===== config.mk =====
export PLATFORM = sky130hd
export DESIGN_NAME = x86_page_table_walk_unit
export DESIGN_NICKNAME = d
export VERILOG_FILES = /design/src/design/ptw_pkg.sv /design/src/design/x86_page_table_walk_unit.sv /design/src/design/ptw_front.sv /design/src/design/ptw_queue.sv /design/src/design/ptw_back.sv
export SDC_FILE = /design/constraint.sdc
export NUM_CORES = 1
export LEC_CHECK = 0
export ABC_CLOCK_PERIOD_IN_PS = 16950
export BUFFER_PORTS_ARGS = -buffer_cell sky130_fd_sc_hd__buf_2
export CORE_ASPECT_RATIO = 1.25
export CORE_MARGIN = 3
export CORE_UTILIZATION = 40
export CTS_CLUSTER_SIZE = 40
export DETAILED_ROUTE_END_ITERATION = 10
export PLACE_DENSITY = 0.54
export RECOVER_POWER = 50
export SYNTH_ARGS = -nofsm -noshare
export SYNTH_HDL_FRONTEND = slang
export SYNTH_SLANG_ARGS = --single-unit

===== constraint.sdc =====
create_clock -name clk -period 16.95 [get_ports clk]
set_input_delay 1.695 -clock clk [delete_from_list [all_inputs] [get_ports clk]]
set_output_delay 1.695 -clock clk [all_outputs]
set_load 0.01 [all_outputs]

===== src/design/ptw_pkg.sv =====
package ptw_pkg;

  localparam int unsigned VA_W   = 48;
  localparam int unsigned PA_W   = 52;
  localparam int unsigned DATA_W = 64;

  // Configuration register indexes
  localparam logic [2:0] CFG_CR3 = 3'd0;
  localparam logic [2:0] CFG_LM  = 3'd1;
  localparam logic [2:0] CFG_PAE = 3'd2;
  localparam logic [2:0] CFG_PSE = 3'd3;
  localparam logic [2:0] CFG_NXE = 3'd4;
  localparam logic [2:0] CFG_NXA = 3'd5;

  // Input item opcodes
  localparam logic OP_START    = 1'b0;
  localparam logic OP_RESPONSE = 1'b1;

  // Result item kinds
  localparam logic [2:0] KIND_READ  = 3'd0;
  localparam logic [2:0] KIND_WRITE = 3'd1;
  localparam logic [2:0] KIND_FILL  = 3'd2;
  localparam logic [2:0] KIND_NP    = 3'd3;
  localparam logic [2:0] KIND_NX    = 3'd4;

  // Fill page sizes
  localparam logic [1:0] PSZ_4K = 2'd0;
  localparam logic [1:0] PSZ_2M = 2'd1;
  localparam logic [1:0] PSZ_4M = 2'd2;

  // One result item as it leaves the block.
  typedef struct packed {
    logic [2:0]        kind;
    logic [PA_W-1:0]   mem_address;
    logic [DATA_W-1:0] mem_data;
    logic              wide_access;
    logic              uncacheable;
    logic [1:0]        page_size;
    logic              writable;
    logic              user_access;
    logic              no_exec;
    logic              global_page;
    logic              pat_bit;
    logic              last;
  } res_t;

  // Everything one accepted input item gives: one result, or a read plus a write-back.
  typedef struct packed {
    logic two;
    res_t r0;
    res_t r1;
  } rec_t;

  // Queue status (has an entry, has space) for the back end and in_ready.
  typedef struct packed {
    logic valid;
    logic ready;
  } hs_t;

endpackage


===== src/design/x86_page_table_walk_unit.sv =====
// x86 page table walker for long (4-level), PAE (3-level) and legacy (2-level,
// optional 4M PSE pages) paging. Send a start item (opcode 0) with a virtual
// address to get the root entry read request; send each read response as an
// opcode 1 item. Each response gives either the next read (plus an
// accessed-bit write-back when A was clear), a TLB fill, or a not-present or
// NX fault; the last result of an item has out_last set. A start item during
// a walk, or a response while idle, is dropped with no result. Program the
// cfg registers only while idle. Rate: one input item per cycle while the queue
// has space; the front end classifies an item in its accept cycle and queues its
// results in a two-entry record queue, and the output stage sends one result per
// cycle while out_ready is high, so an item with a write-back occupies the output
// for two results, and in_ready drops only when the queue is full. The first
// result reaches the output through the queue and the output register.
module x86_page_table_walk_unit (
  input  logic                        clk,
  input  logic                        rst_n,
  // configuration writes
  input  logic                        cfg_write_enable,
  input  logic [2:0]                  cfg_index,
  input  logic [ptw_pkg::DATA_W-1:0]  cfg_data,
  // input items
  input  logic                        in_valid,
  output logic                        in_ready,
  input  logic                        in_opcode,
  input  logic [ptw_pkg::VA_W-1:0]    in_virtual_address,
  input  logic [ptw_pkg::DATA_W-1:0]  in_read_data,
  // result items
  output logic                        out_valid,
  input  logic                        out_ready,
  output logic [2:0]                  out_kind,
  output logic [ptw_pkg::PA_W-1:0]    out_mem_address,
  output logic [ptw_pkg::DATA_W-1:0]  out_mem_data,
  output logic                        out_wide_access,
  output logic                        out_uncacheable,
  output logic [1:0]                  out_page_size,
  output logic                        out_writable,
  output logic                        out_user_access,
  output logic                        out_no_exec,
  output logic                        out_global_page,
  output logic                        out_pat_bit,
  output logic                        out_last
);

  logic          in_accept;
  logic          push_valid;
  ptw_pkg::rec_t push_rec;
  ptw_pkg::hs_t  q_st;
  ptw_pkg::rec_t q_rec;
  logic          pop;
  ptw_pkg::res_t res;

  // ready only depends on queue space, never on the walk state
  assign in_ready  = q_st.ready;
  assign in_accept = in_valid && in_ready;

  ptw_front u_front (
    .clk                (clk),
    .rst_n              (rst_n),
    .cfg_write_enable   (cfg_write_enable),
    .cfg_index          (cfg_index),
    .cfg_data           (cfg_data),
    .in_accept          (in_accept),
    .in_opcode          (in_opcode),
    .in_virtual_address (in_virtual_address),
    .in_read_data       (in_read_data),
    .push_valid         (push_valid),
    .push_rec           (push_rec)
  );

  ptw_queue u_queue (
    .clk      (clk),
    .rst_n    (rst_n),
    .push     (push_valid),
    .push_rec (push_rec),
    .pop      (pop),
    .st       (q_st),
    .head_rec (q_rec)
  );

  ptw_back u_back (
    .clk       (clk),
    .rst_n     (rst_n),
    .q_st      (q_st),
    .q_rec     (q_rec),
    .pop       (pop),
    .out_ready (out_ready),
    .out_valid (out_valid),
    .out_res   (res)
  );

  assign out_kind        = res.kind;
  assign out_mem_address = res.mem_address;
  assign out_mem_data    = res.mem_data;
  assign out_wide_access = res.wide_access;
  assign out_uncacheable = res.uncacheable;
  assign out_page_size   = res.page_size;
  assign out_writable    = res.writable;
  assign out_user_access = res.user_access;
  assign out_no_exec     = res.no_exec;
  assign out_global_page = res.global_page;
  assign out_pat_bit     = res.pat_bit;
  assign out_last        = res.last;

endmodule


===== src/design/ptw_front.sv =====
module ptw_front (
  input  logic                          clk,
  input  logic                          rst_n,
  input  logic                          cfg_write_enable,
  input  logic [2:0]                    cfg_index,
  input  logic [ptw_pkg::DATA_W-1:0]    cfg_data,
  input  logic                          in_accept,
  input  logic                          in_opcode,
  input  logic [ptw_pkg::VA_W-1:0]      in_virtual_address,
  input  logic [ptw_pkg::DATA_W-1:0]    in_read_data,
  output logic                          push_valid,
  output ptw_pkg::rec_t                 push_rec
);

  typedef enum logic [3:0] {
    LV_IDLE = 4'd0,
    LV_L4   = 4'd1,
    LV_L3   = 4'd2,
    LV_L2   = 4'd3,
    LV_L1   = 4'd4,
    LV_P3   = 4'd5,
    LV_P2   = 4'd6,
    LV_P1   = 4'd7,
    LV_PSE  = 4'd8,
    LV_PD   = 4'd9,
    LV_PT   = 4'd10
  } level_t;

  logic [63:0] cr3_r;
  logic        lm_r, pae_r, pse_r, nxe_r, nxa_r;

  level_t                     level_r, level_nxt;
  logic [ptw_pkg::PA_W-1:0]   eaddr_r, eaddr_nxt;
  logic [ptw_pkg::VA_W-1:0]   va_r, va_nxt;
  logic                       accw_r, accw_nxt;
  logic                       accu_r, accu_nxt;
  logic                       accnx_r, accnx_nxt;
  logic                       wide_r, wide_nxt;
  logic                       eunc_r, eunc_nxt;

  logic                       idle;
  logic [63:0]                pte;
  logic                       p, w, u, pcd, a, ps, g, nx, bad, dowr, nx_check;
  logic [ptw_pkg::PA_W-1:0]   nxt;
  level_t                     nlv;
  logic                       has_res;
  ptw_pkg::rec_t              rec;

  assign idle = (level_r == LV_IDLE) || (level_r > LV_PT);
  assign pte  = wide_r ? in_read_data : {32'd0, in_read_data[31:0]};
  assign p    = pte[0];
  assign w    = pte[1];
  assign u    = pte[2];
  assign pcd  = pte[4];
  assign a    = pte[5];
  assign ps   = pte[7];
  assign g    = pte[8];
  assign nx   = pte[63];
  assign bad  = nx && !(nxa_r && nxe_r);
  assign nx_check = (level_r <= LV_L1) || (level_r == LV_P2) || (level_r == LV_P1);
  assign dowr = (level_r != LV_P3) && !a;

  always_comb begin
    level_nxt = level_r;
    eaddr_nxt = eaddr_r;
    va_nxt    = va_r;
    accw_nxt  = accw_r;
    accu_nxt  = accu_r;
    accnx_nxt = accnx_r;
    wide_nxt  = wide_r;
    eunc_nxt  = eunc_r;
    has_res   = 1'b0;
    nxt       = '0;
    nlv       = LV_IDLE;
    rec       = '0;
    if (in_opcode == ptw_pkg::OP_START) begin
      if (idle) begin
        has_res   = 1'b1;
        va_nxt    = in_virtual_address;
        accw_nxt  = 1'b0;
        accu_nxt  = 1'b0;
        accnx_nxt = 1'b0;
        wide_nxt  = 1'b1;
        if (lm_r) begin
          level_nxt = LV_L4;
          eaddr_nxt = {cr3_r[51:12], in_virtual_address[47:39], 3'b000};
        end else if (pae_r) begin
          level_nxt = LV_P3;
          eaddr_nxt = {20'd0, cr3_r[31:5], in_virtual_address[31:30], 3'b000};
        end else begin
          wide_nxt  = 1'b0;
          level_nxt = pse_r ? LV_PSE : LV_PD;
          eaddr_nxt = {20'd0, cr3_r[31:12], in_virtual_address[31:22], 2'b00};
        end
        eunc_nxt = cr3_r[4];
        rec.r0.kind        = ptw_pkg::KIND_READ;
        rec.r0.mem_address = eaddr_nxt;
        rec.r0.wide_access = wide_nxt;
        rec.r0.uncacheable = eunc_nxt;
        rec.r0.last        = 1'b1;
      end
    end else if (!idle) begin
      has_res = 1'b1;
      // fault record is the default shape; fills and reads overwrite it
      rec.r0.mem_address = eaddr_r;
      rec.r0.mem_data    = {16'd0, va_r};
      rec.r0.wide_access = wide_r;
      rec.r0.last        = 1'b1;
      if (nx_check && bad) begin
        rec.r0.kind = ptw_pkg::KIND_NX;
        level_nxt   = LV_IDLE;
      end else if (!p) begin
        rec.r0.kind = ptw_pkg::KIND_NP;
        level_nxt   = LV_IDLE;
      end else begin
        case (level_r)
          LV_L4, LV_P2, LV_PSE, LV_PD: begin
            accw_nxt = w;
            accu_nxt = u;
          end
          LV_P3: begin
          end
          default: begin
            accw_nxt = accw_r && w;
            accu_nxt = accu_r && u;
          end
        endcase
        if (level_r == LV_L4) begin
          accnx_nxt = nx;
        end
        rec.r0.uncacheable = pcd;
        rec.r0.writable    = accw_nxt;
        rec.r0.user_access = accu_nxt;
        rec.r0.no_exec     = accnx_nxt;
        rec.r0.global_page = g;
        level_nxt = LV_IDLE;
        case (level_r)
          LV_L4: begin
            nxt = {pte[51:12], va_r[38:30], 3'b000};
            nlv = LV_L3;
          end
          LV_L3, LV_P3: begin
            nxt = {pte[51:12], va_r[29:21], 3'b000};
            nlv = (level_r == LV_L3) ? LV_L2 : LV_P2;
          end
          LV_L2, LV_P2: begin
            if (ps) begin
              rec.r0.kind        = ptw_pkg::KIND_FILL;
              rec.r0.mem_address = {pte[51:21], 21'd0};
              rec.r0.mem_data    = {16'd0, va_r[47:21], 21'd0};
              rec.r0.page_size   = ptw_pkg::PSZ_2M;
              rec.r0.pat_bit     = pte[12];
            end else begin
              nxt = {pte[51:12], va_r[20:12], 3'b000};
              nlv = (level_r == LV_L2) ? LV_L1 : LV_P1;
            end
          end
          LV_L1, LV_P1: begin
            rec.r0.kind        = ptw_pkg::KIND_FILL;
            rec.r0.mem_address = {pte[51:12], 12'd0};
            rec.r0.mem_data    = {16'd0, va_r[47:12], 12'd0};
            rec.r0.page_size   = ptw_pkg::PSZ_4K;
            rec.r0.pat_bit     = (level_r == LV_L1) ? pte[12] : pte[7];
          end
          LV_PSE, LV_PD: begin
            if (ps && (level_r == LV_PSE)) begin
              rec.r0.kind        = ptw_pkg::KIND_FILL;
              rec.r0.mem_address = {12'd0, pte[20:13], pte[31:22], 22'd0};
              rec.r0.mem_data    = {16'd0, va_r[47:22], 22'd0};
              rec.r0.page_size   = ptw_pkg::PSZ_4M;
              rec.r0.pat_bit     = pte[12];
            end else begin
              nxt = {20'd0, pte[31:12], va_r[21:12], 2'b00};
              nlv = LV_PT;
            end
          end
          default: begin
            rec.r0.kind        = ptw_pkg::KIND_FILL;
            rec.r0.mem_address = {20'd0, pte[31:12], 12'd0};
            rec.r0.mem_data    = {16'd0, va_r[47:12], 12'd0};
            rec.r0.page_size   = ptw_pkg::PSZ_4K;
            rec.r0.pat_bit     = pte[7];
          end
        endcase
        if (nlv != LV_IDLE) begin
          // next-level read, then the accessed-bit write-back if needed
          rec.r0             = '0;
          rec.r0.kind        = ptw_pkg::KIND_READ;
          rec.r0.mem_address = nxt;
          rec.r0.wide_access = wide_r;
          rec.r0.uncacheable = pcd;
          rec.r0.last        = !dowr;
          rec.two            = dowr;
          rec.r1.kind        = ptw_pkg::KIND_WRITE;
          rec.r1.mem_address = eaddr_r;
          rec.r1.mem_data    = pte | 64'h20;
          rec.r1.wide_access = wide_r;
          rec.r1.uncacheable = eunc_r;
          rec.r1.last        = 1'b1;
          eaddr_nxt          = nxt;
          eunc_nxt           = pcd;
          level_nxt          = nlv;
        end
      end
    end
  end

  assign push_valid = in_accept && has_res;
  assign push_rec   = rec;

  always_ff @(posedge clk) begin
    if (!rst_n) begin
      cr3_r   <= '0;
      lm_r    <= 1'b0;
      pae_r   <= 1'b0;
      pse_r   <= 1'b0;
      nxe_r   <= 1'b0;
      nxa_r   <= 1'b0;
      level_r <= LV_IDLE;
      eaddr_r <= '0;
      va_r    <= '0;
      accw_r  <= 1'b0;
      accu_r  <= 1'b0;
      accnx_r <= 1'b0;
      wide_r  <= 1'b1;
      eunc_r  <= 1'b0;
    end else begin
      if (cfg_write_enable) begin
        case (cfg_index)
          ptw_pkg::CFG_CR3: cr3_r <= cfg_data;
          ptw_pkg::CFG_LM:  lm_r  <= cfg_data[0];
          ptw_pkg::CFG_PAE: pae_r <= cfg_data[0];
          ptw_pkg::CFG_PSE: pse_r <= cfg_data[0];
          ptw_pkg::CFG_NXE: nxe_r <= cfg_data[0];
          ptw_pkg::CFG_NXA: nxa_r <= cfg_data[0];
          default: begin
          end
        endcase
      end
      if (in_accept) begin
        level_r <= level_nxt;
        eaddr_r <= eaddr_nxt;
        va_r    <= va_nxt;
        accw_r  <= accw_nxt;
        accu_r  <= accu_nxt;
        accnx_r <= accnx_nxt;
        wide_r  <= wide_nxt;
        eunc_r  <= eunc_nxt;
      end
    end
  end

endmodule


===== src/design/ptw_queue.sv =====
module ptw_queue (
  input  logic          clk,
  input  logic          rst_n,
  input  logic          push,
  input  ptw_pkg::rec_t push_rec,
  input  logic          pop,
  output ptw_pkg::hs_t  st,
  output ptw_pkg::rec_t head_rec
);

  // two-entry FIFO of result records
  ptw_pkg::rec_t mem [2];
  logic          wp_r, rp_r;
  logic [1:0]    cnt_r;

  assign st.valid = (cnt_r != 2'd0);
  assign st.ready = (cnt_r != 2'd2);
  assign head_rec = mem[rp_r];

  always_ff @(posedge clk) begin
    if (push) begin
      mem[wp_r] <= push_rec;
    end
  end

  always_ff @(posedge clk) begin
    if (!rst_n) begin
      wp_r  <= 1'b0;
      rp_r  <= 1'b0;
      cnt_r <= 2'd0;
    end else begin
      if (push) begin
        wp_r <= ~wp_r;
      end
      if (pop) begin
        rp_r <= ~rp_r;
      end
      cnt_r <= cnt_r + {1'b0, push} - {1'b0, pop};
    end
  end

endmodule


===== src/design/ptw_back.sv =====
module ptw_back (
  input  logic          clk,
  input  logic          rst_n,
  input  ptw_pkg::hs_t  q_st,
  input  ptw_pkg::rec_t q_rec,
  output logic          pop,
  input  logic          out_ready,
  output logic          out_valid,
  output ptw_pkg::res_t out_res
);

  ptw_pkg::rec_t rec_r;
  logic          valid_r;
  logic          idx_r;
  logic          take, done;

  assign take = valid_r && out_ready;
  assign done = take && (idx_r || !rec_r.two);
  assign pop  = q_st.valid && (!valid_r || done);

  assign out_valid = valid_r;
  assign out_res   = idx_r ? rec_r.r1 : rec_r.r0;

  always_ff @(posedge clk) begin
    if (pop) begin
      rec_r <= q_rec;
    end
  end

  always_ff @(posedge clk) begin
    if (!rst_n) begin
      valid_r <= 1'b0;
      idx_r   <= 1'b0;
    end else if (take && !done) begin
      idx_r <= 1'b1;
    end else if (!valid_r || done) begin
      valid_r <= q_st.valid;
      idx_r   <= 1'b0;
    end
  end

endmodule


==> results of run 1 <==
[kinds of logic (layout without fill, tap and decap cells)]
| group | count (synthesis) | count (layout) | synth area share |
|---|---|---|---|
| AND/OR/NAND/NOR | 657 | 657 | 0.0924 |
| buffers and inverters | 194 | 526 | 0.0235 |
| other | 1 | 5 | 0.000108 |
| XOR/XNOR | 5 | 5 | 0.00127 |
| multiplexers | 402 | 402 | 0.128 |
| AO/OA/AOI/OAI | 347 | 347 | 0.0664 |
| flip-flops | 847 | 847 | 0.687 |
| adder cells (fa/ha/maj) | 3 | 3 | 0.00109 |
[report_power, final]
| part | total, mW | internal [mW] | switching, mW | leakage (nW) |
|---|---|---|---|---|
| Sequential | 3.06 | 2.91 | 0.155 | 7.77 |
| Combinational | 1.55 | 0.607 | 0.938 | 5.10 |
| Clock | 1.88 | 1.09 | 0.792 | 1.36 |
| Total | 6.49 | 4.60 | 1.88 | 14.2 |
[cells in the final DEF (no fill, tap or decap), types with 16 or more instances in the layout]
master	count
nand2b_1	27
o21ai_0	71
clkbuf_1	55
nor3_1	17
clkbuf_8	16
mux2_2	303
a21oi_1	111
inv_1	29
and2_1	52
a22oi_1	29
o211ai_1	22
nor2_1	42
dfxtp_1	166
and3_1	84
nand3_1	28
a22o_1	25
buf_4	26
mux2i_1	76
buf_2	277
clkbuf_16	88
nand2_1	328
and2_0	38
mux2_1	23
edfxtp_1	681
[worst max-delay path, cell delays in order (launching register included)]
cell,delay (ns)
dfxtp_1,1.93
clkbuf_1,5.82
buf_4,1.30
mux2_1,0.43
[cell type report]
| class | instances | area [sq um] |
|---|---|---|
| fillers | 7620 | 45100 |
| flip-flops and latches | 847 | 23800 |
| multi-input cells | 1416 | 10000 |
| clock buffers | 127 | 2510 |
| repair buffers | 336 | 1720 |
| well taps | 1149 | 1440 |
| clock inverters | 33 | 299 |
| inverters | 30 | 114 |
| diodes | 3 | 7.51 |
[sequential cells by signal, indices dropped and copies added, names as in the netlist, 2 cells and up]
register / count
u_queue.mem: 454
u_back.rec_r: 227
u_front.eaddr_r: 50
u_front.cr3_r: 48
u_front.va_r: 48
u_front.level_r: 4
u_queue.cnt_r: 2
[worst paths after layout]
kind / endpoint
worst max-delay path: u_back.rec_r[56]
worst min-delay path: u_front.va_r[9]
worst max register to register: u_back.rec_r[56]
worst min register to register: u_front.va_r[9]
[through the flow]
step | cells | util | worst slack [ns]
global placement | 3778 | 0.438 | 10.37
finish | 3941 | 0.469 | 6.87
floorplan | 2457 | - | 3.59
global route | 3940 | 0.469 | 6.14
CTS | 3938 | 0.471 | 10.96
detailed placement | 3778 | 0.438 | 10.32
[routing by layer]
metal	wire, microns	vias up
met4	2780	6
met1	38800	10500
li1	-	9624
met2	47400	678
met5	35	-
met3	5740	150
==> results.py, run 1 <==
metrics = {
    "global_routing": {
        "groute.usage.overall": 0.208,
        "met1_usage": 0.262,
        "antenna_found_initial": 14,
        "top_usage_layer": "met2",
        "use_met2": 0.357,
        "grt_pass1_wl_microns": 139000,
        "grt_max_degree": 164,
        "grt_pass1_vias": 21500,
        "gr-total-overflow": 0,
        "met3_usage": 0.0407,
    },
    "worst_setup_path": {
        "rr_startpoint": "u_queue.rp_r",
        "crit_start": "u_queue.rp_r",
        "worstSetupEndpointType": "flip-flop",
        "r2r_slack_ns": 6.87,
        "ff2ff_path_depth": 3,
        "critPathMaxFanout": 131,
        "worstPathArrival_ns": 10.44,
        "start_kind": "flip-flop",
        "crit_required_ns": 17.31,
        "path_class": "reg -> reg",
    },
    "sta": {
        "hold_violations": 0,
        "fmaxAchievable_mhz": 99.2,
        "fin_worst_skew_ns": 0.0269,
        "max_slew_margin": -4.59,
        "setup_violations": 0,
        "fin_hold_ws_ns": 0.450,
        "period_minus_slack_ns": 10.08,
        "worstMarginPinSlew_ns": 8.39,
        "min_period_over_period": 0.595,
        "rsz0062_at_grt": "false",
        "maxSlewViolCount": 822,
        "setup_tns_ns": 0,
    },
    "drt": {
        "via_per_inst": 5.33,
        "drt_iter0_markers": 1482,
        "wl_per_cell_microns": 24.0,
        "vias": 21000,
        "ant_nets": 0,
        "wl_microns": 94700,
        "dr.pass1.iters": 6,
        "drcViolationCount": 0,
    },
    "floorplan": {
        "die-area_sq_um": 90100,
        "initial_utilization": 0.407,
        "fp.dieH_microns": 335,
        "floorplan.rows": 119,
        "die_w_microns": 269,
        "io-pin-count": 316,
        "core_sq_um": 85000,
    },
    "cts": {
        "clk_path_buf_depth": 3,
        "ctsHoldBuffers": 0,
        "cts_root_buffer": "clkbuf_16",
        "cts_sinks": 847,
        "cts_tree": "built",
        "h-tree-depth": 3,
        "cts_resized": 0,
        "clk_pin_slew_ns": 0.06,
        "clk_latency_ns": 0.64,
        "post_cts_buffers": 0,
        "cts-buffers-inserted": 85,
    },
    "finish": {
        "syn_to_final_growth_pct": 15.2,
        "drive_gt1_frac": 0.273,
        "nets": 2904,
        "fin_area_sq_um": 39900,
    },
    "placed_design": {
        "place_congestion": 0.847,
        "place_area_sq_um": 37200,
        "dp_hpwl_microns": 60000,
        "numPortBuffers": 298,
    },
    "synthesis": {
        "synth_edf_count": 681,
        "synth_top_area_frac": 0.591,
        "synth.avg_cell_area_sq_um": 14.1,
        "synth_largest_area_cell": "edfxtp_1",
        "synth_area_sq_um": 34600,
        "synth_common_cells": "681 x edfxtp_1, 329 x nand2_1, 326 x mux2_2",
        "yosysMostFrequentCell": "edfxtp_1",
        "ys_ff_latch": 847,
        "ys_seq_area_frac": 0.687,
        "synth.distinct_cells": 73,
        "synthTopCellsByArea": "edfxtp_1 59%, mux2_2 11%, dfxtp_1 9.6%",
        "synthArstFlopShare": 0,
        "syn-instance-count": 2456,
        "yosys_warnings": 0,
        "synth-main-ff-cell": "edfxtp_1",
    },
    "status": {
        "status": "finished with violations",
        "violations": "capacitance limit, slew limit",
    },
    "power": {
        "ir_drop_uv": 132,
        "powerDensity_nw_per_um2": 163,
        "p_total_mw": 6.49,
        "total_leakage_power_nw": 14.2,
    },
    "worst_hold_path": {
        "hold_class": "reg -> reg",
        "hold_start": "u_front.va_r[9]",
        "min_path_cells": 2,
    },
    "job": {
        "max_cap_viol_count": 16,
    },
}
No activity file was read; power rests on OpenSTA's default activity.
==> run 2: changes to the inputs <==
--- a/config.mk
+++ b/config.mk
@@ -5,7 +5,7 @@
 export SDC_FILE = /design/constraint.sdc
 export NUM_CORES = 1
 export LEC_CHECK = 0
-export ABC_CLOCK_PERIOD_IN_PS = 16950
+export ABC_CLOCK_PERIOD_IN_PS = 9700
 export BUFFER_PORTS_ARGS = -buffer_cell sky130_fd_sc_hd__buf_2
 export CORE_ASPECT_RATIO = 1.25
 export CORE_MARGIN = 3
==> constraint.sdc (replaced) <==
create_clock -name clk -period 9.7 [get_ports clk]
set_input_delay 0.97 -clock clk [delete_from_list [all_inputs] [get_ports clk]]
set_output_delay 0.97 -clock clk [all_outputs]
set_load 0.01 [all_outputs]
==> run 2 against run 1 <==
Compared with the run above: the run still ends with capacitance limit, slew limit left; non-clock buffer count shrank 6; critical path depth is 5 higher; sequential cell count stayed put; critical path type is now in -> reg; largest cell class unchanged.
==> results.py, run 2 (synthesized netlist as in run 1, its figures left out) <==
metrics = {
    "job": {
        "max_cap_viol_count": 10,
    },
    "cts": {
        "cts_sinks": 847,
        "post_cts_buffers": 0,
        "clk_path_buf_depth": 3,
        "clk_latency_ns": 0.64,
        "cts_resized": 0,
        "h-tree-depth": 3,
        "ctsHoldBuffers": 0,
        "cts-buffers-inserted": 85,
        "cts_tree": "built",
        "clk_pin_slew_ns": 0.06,
        "cts_root_buffer": "clkbuf_16",
    },
    "sta": {
        "hold_violations": 0,
        "fin_worst_skew_ns": 0.0309,
        "period_minus_slack_ns": 6.42,
        "worstMarginPinSlew_ns": 3.96,
        "setup_tns_ns": 0,
        "fmaxAchievable_mhz": 156,
        "max_slew_margin": -1.64,
        "min_period_over_period": 0.662,
        "rsz0062_at_grt": "false",
        "setup_violations": 0,
        "maxSlewViolCount": 556,
    },
    "floorplan": {
        "io-pin-count": 316,
        "core_sq_um": 85000,
        "initial_utilization": 0.407,
        "die_w_microns": 269,
        "floorplan.rows": 119,
        "die-area_sq_um": 90100,
        "fp.dieH_microns": 335,
    },
    "drt": {
        "drt_iter0_markers": 1596,
        "dr.pass1.iters": 5,
        "wl_microns": 94300,
        "vias": 20900,
        "wl_per_cell_microns": 24.0,
        "ant_nets": 0,
        "drcViolationCount": 0,
        "via_per_inst": 5.31,
    },
    "global_routing": {
        "use_met2": 0.347,
        "top_usage_layer": "met2",
        "gr-total-overflow": 0,
        "met1_usage": 0.263,
        "grt_pass1_wl_microns": 138000,
        "antenna_found_initial": 11,
        "groute.usage.overall": 0.206,
        "grt_pass1_vias": 21500,
        "grt_max_degree": 167,
        "met3_usage": 0.0391,
    },
    "finish": {
        "mostFrequentLayoutCell": "edfxtp_1",
        "drive_gt1_frac": 0.263,
        "multi_input_comb_area_sq_um": 10000,
        "syn_to_final_growth_pct": 15.2,
        "reg_top3": "u_queue.mem (454), u_back.rec_r (227), u_front.eaddr_r (50)",
        "largest_register": "u_queue.mem",
        "largest_reg_flops": 454,
        "final_cells": 3934,
        "final_cell_mix": "681 x edfxtp_1, 328 x nand2_1, 282 x mux2_2",
        "nFillCells": 7580,
        "nets": 2898,
        "final-seq-area_sq_um": 23800,
    },
    "status": {
        "violations": "capacitance limit, slew limit",
        "status": "finished with violations",
    },
    "worst_setup_path": {
        "crit_required_ns": 10.06,
        "worstPathArrival_ns": 6.78,
        "path_class": "in -> reg",
        "crit_start": "in_opcode",
        "start_kind": "input pin",
        "rr_startpoint": "u_front.level_r[3]",
        "critPathMaxFanout": 80,
        "worstSetupEndpointType": "flip-flop",
    },
    "power": {
        "powerDensity_nw_per_um2": 280,
        "total_leakage_power_nw": 14.2,
        "ir_drop_uv": 215,
    },
    "worst_hold_path": {
        "hold_class": "reg -> reg",
        "hold_start": "u_front.va_r[10]",
    },
    "placed_design": {
        "place_congestion": 0.846,
        "numPortBuffers": 298,
        "dp_hpwl_microns": 58900,
        "placedCellCount": 3772,
    },
}
## run 2: stage by stage
stage                     utilization  cell area (sq um)  setup WS (ns)  power, mW  hold slack [ns]
after CTS                       0.470              40000           5.30       11.4            0.453
after global placement          0.437              37200           5.01       8.01            0.439
after global routing            0.469              39800           2.89       11.7            0.473
after floorplan                     -              34600           1.20       7.16            0.432
after detailed placement        0.437              37200           4.86       8.06            0.445
final                           0.469              39800           3.28       11.2            0.452
## run 2: cell type report
type	count	area share
well taps	1149	0.0361
diodes	2	0.000126
inverters	30	0.00286
clock buffers	125	0.0628
clock inverters	35	0.00707
flip-flops and latches	847	0.597
multi-input cells	1416	0.251
repair buffers	330	0.0428
## run 2: critical path: stages
cell,delay (ns)
clkbuf_1,0.70
clkbuf_1,2.85
nor2b_1,0.07
clkbuf_1,0.59
nor2b_1,0.31
clkbuf_1,0.54
a22o_1,0.41
a221o_1,0.29
## run 2: path summary, 6_finish.rpt
kind / endpoint / slack (ns) / depth (start not counted)
setup / recovery: u_queue.mem[1][231] / 3.28 / 8
hold / removal: u_front.va_r[10] / 0.45 / 2
setup reg to reg: u_queue.mem[0][136] / 3.71 / 7
hold reg to reg: u_front.va_r[10] / 0.45 / 2
## run 2: per-layer routing
| metal | vias to the layer above | wire length [microns] | share of wire |
|---|---|---|---|
| li1 | 9588 | - | - |
| met3 | 146 | 5630 | 0.060 |
| met5 | - | 26 | 0.00028 |
| met1 | 10500 | 39000 | 0.41 |
| met2 | 650 | 46400 | 0.49 |
| met4 | 6 | 3150 | 0.033 |
## run 2: where the power goes
| group | total (mW) | leakage [nW] | switching (mW) | internal (mW) |
|---|---|---|---|---|
| Sequential | 5.38 | 7.77 | 0.303 | 5.08 |
| Clock | 3.26 | 1.37 | 1.39 | 1.88 |
| Combinational | 2.53 | 5.08 | 1.58 | 0.948 |
| Total | 11.2 | 14.2 | 3.27 | 7.90 |
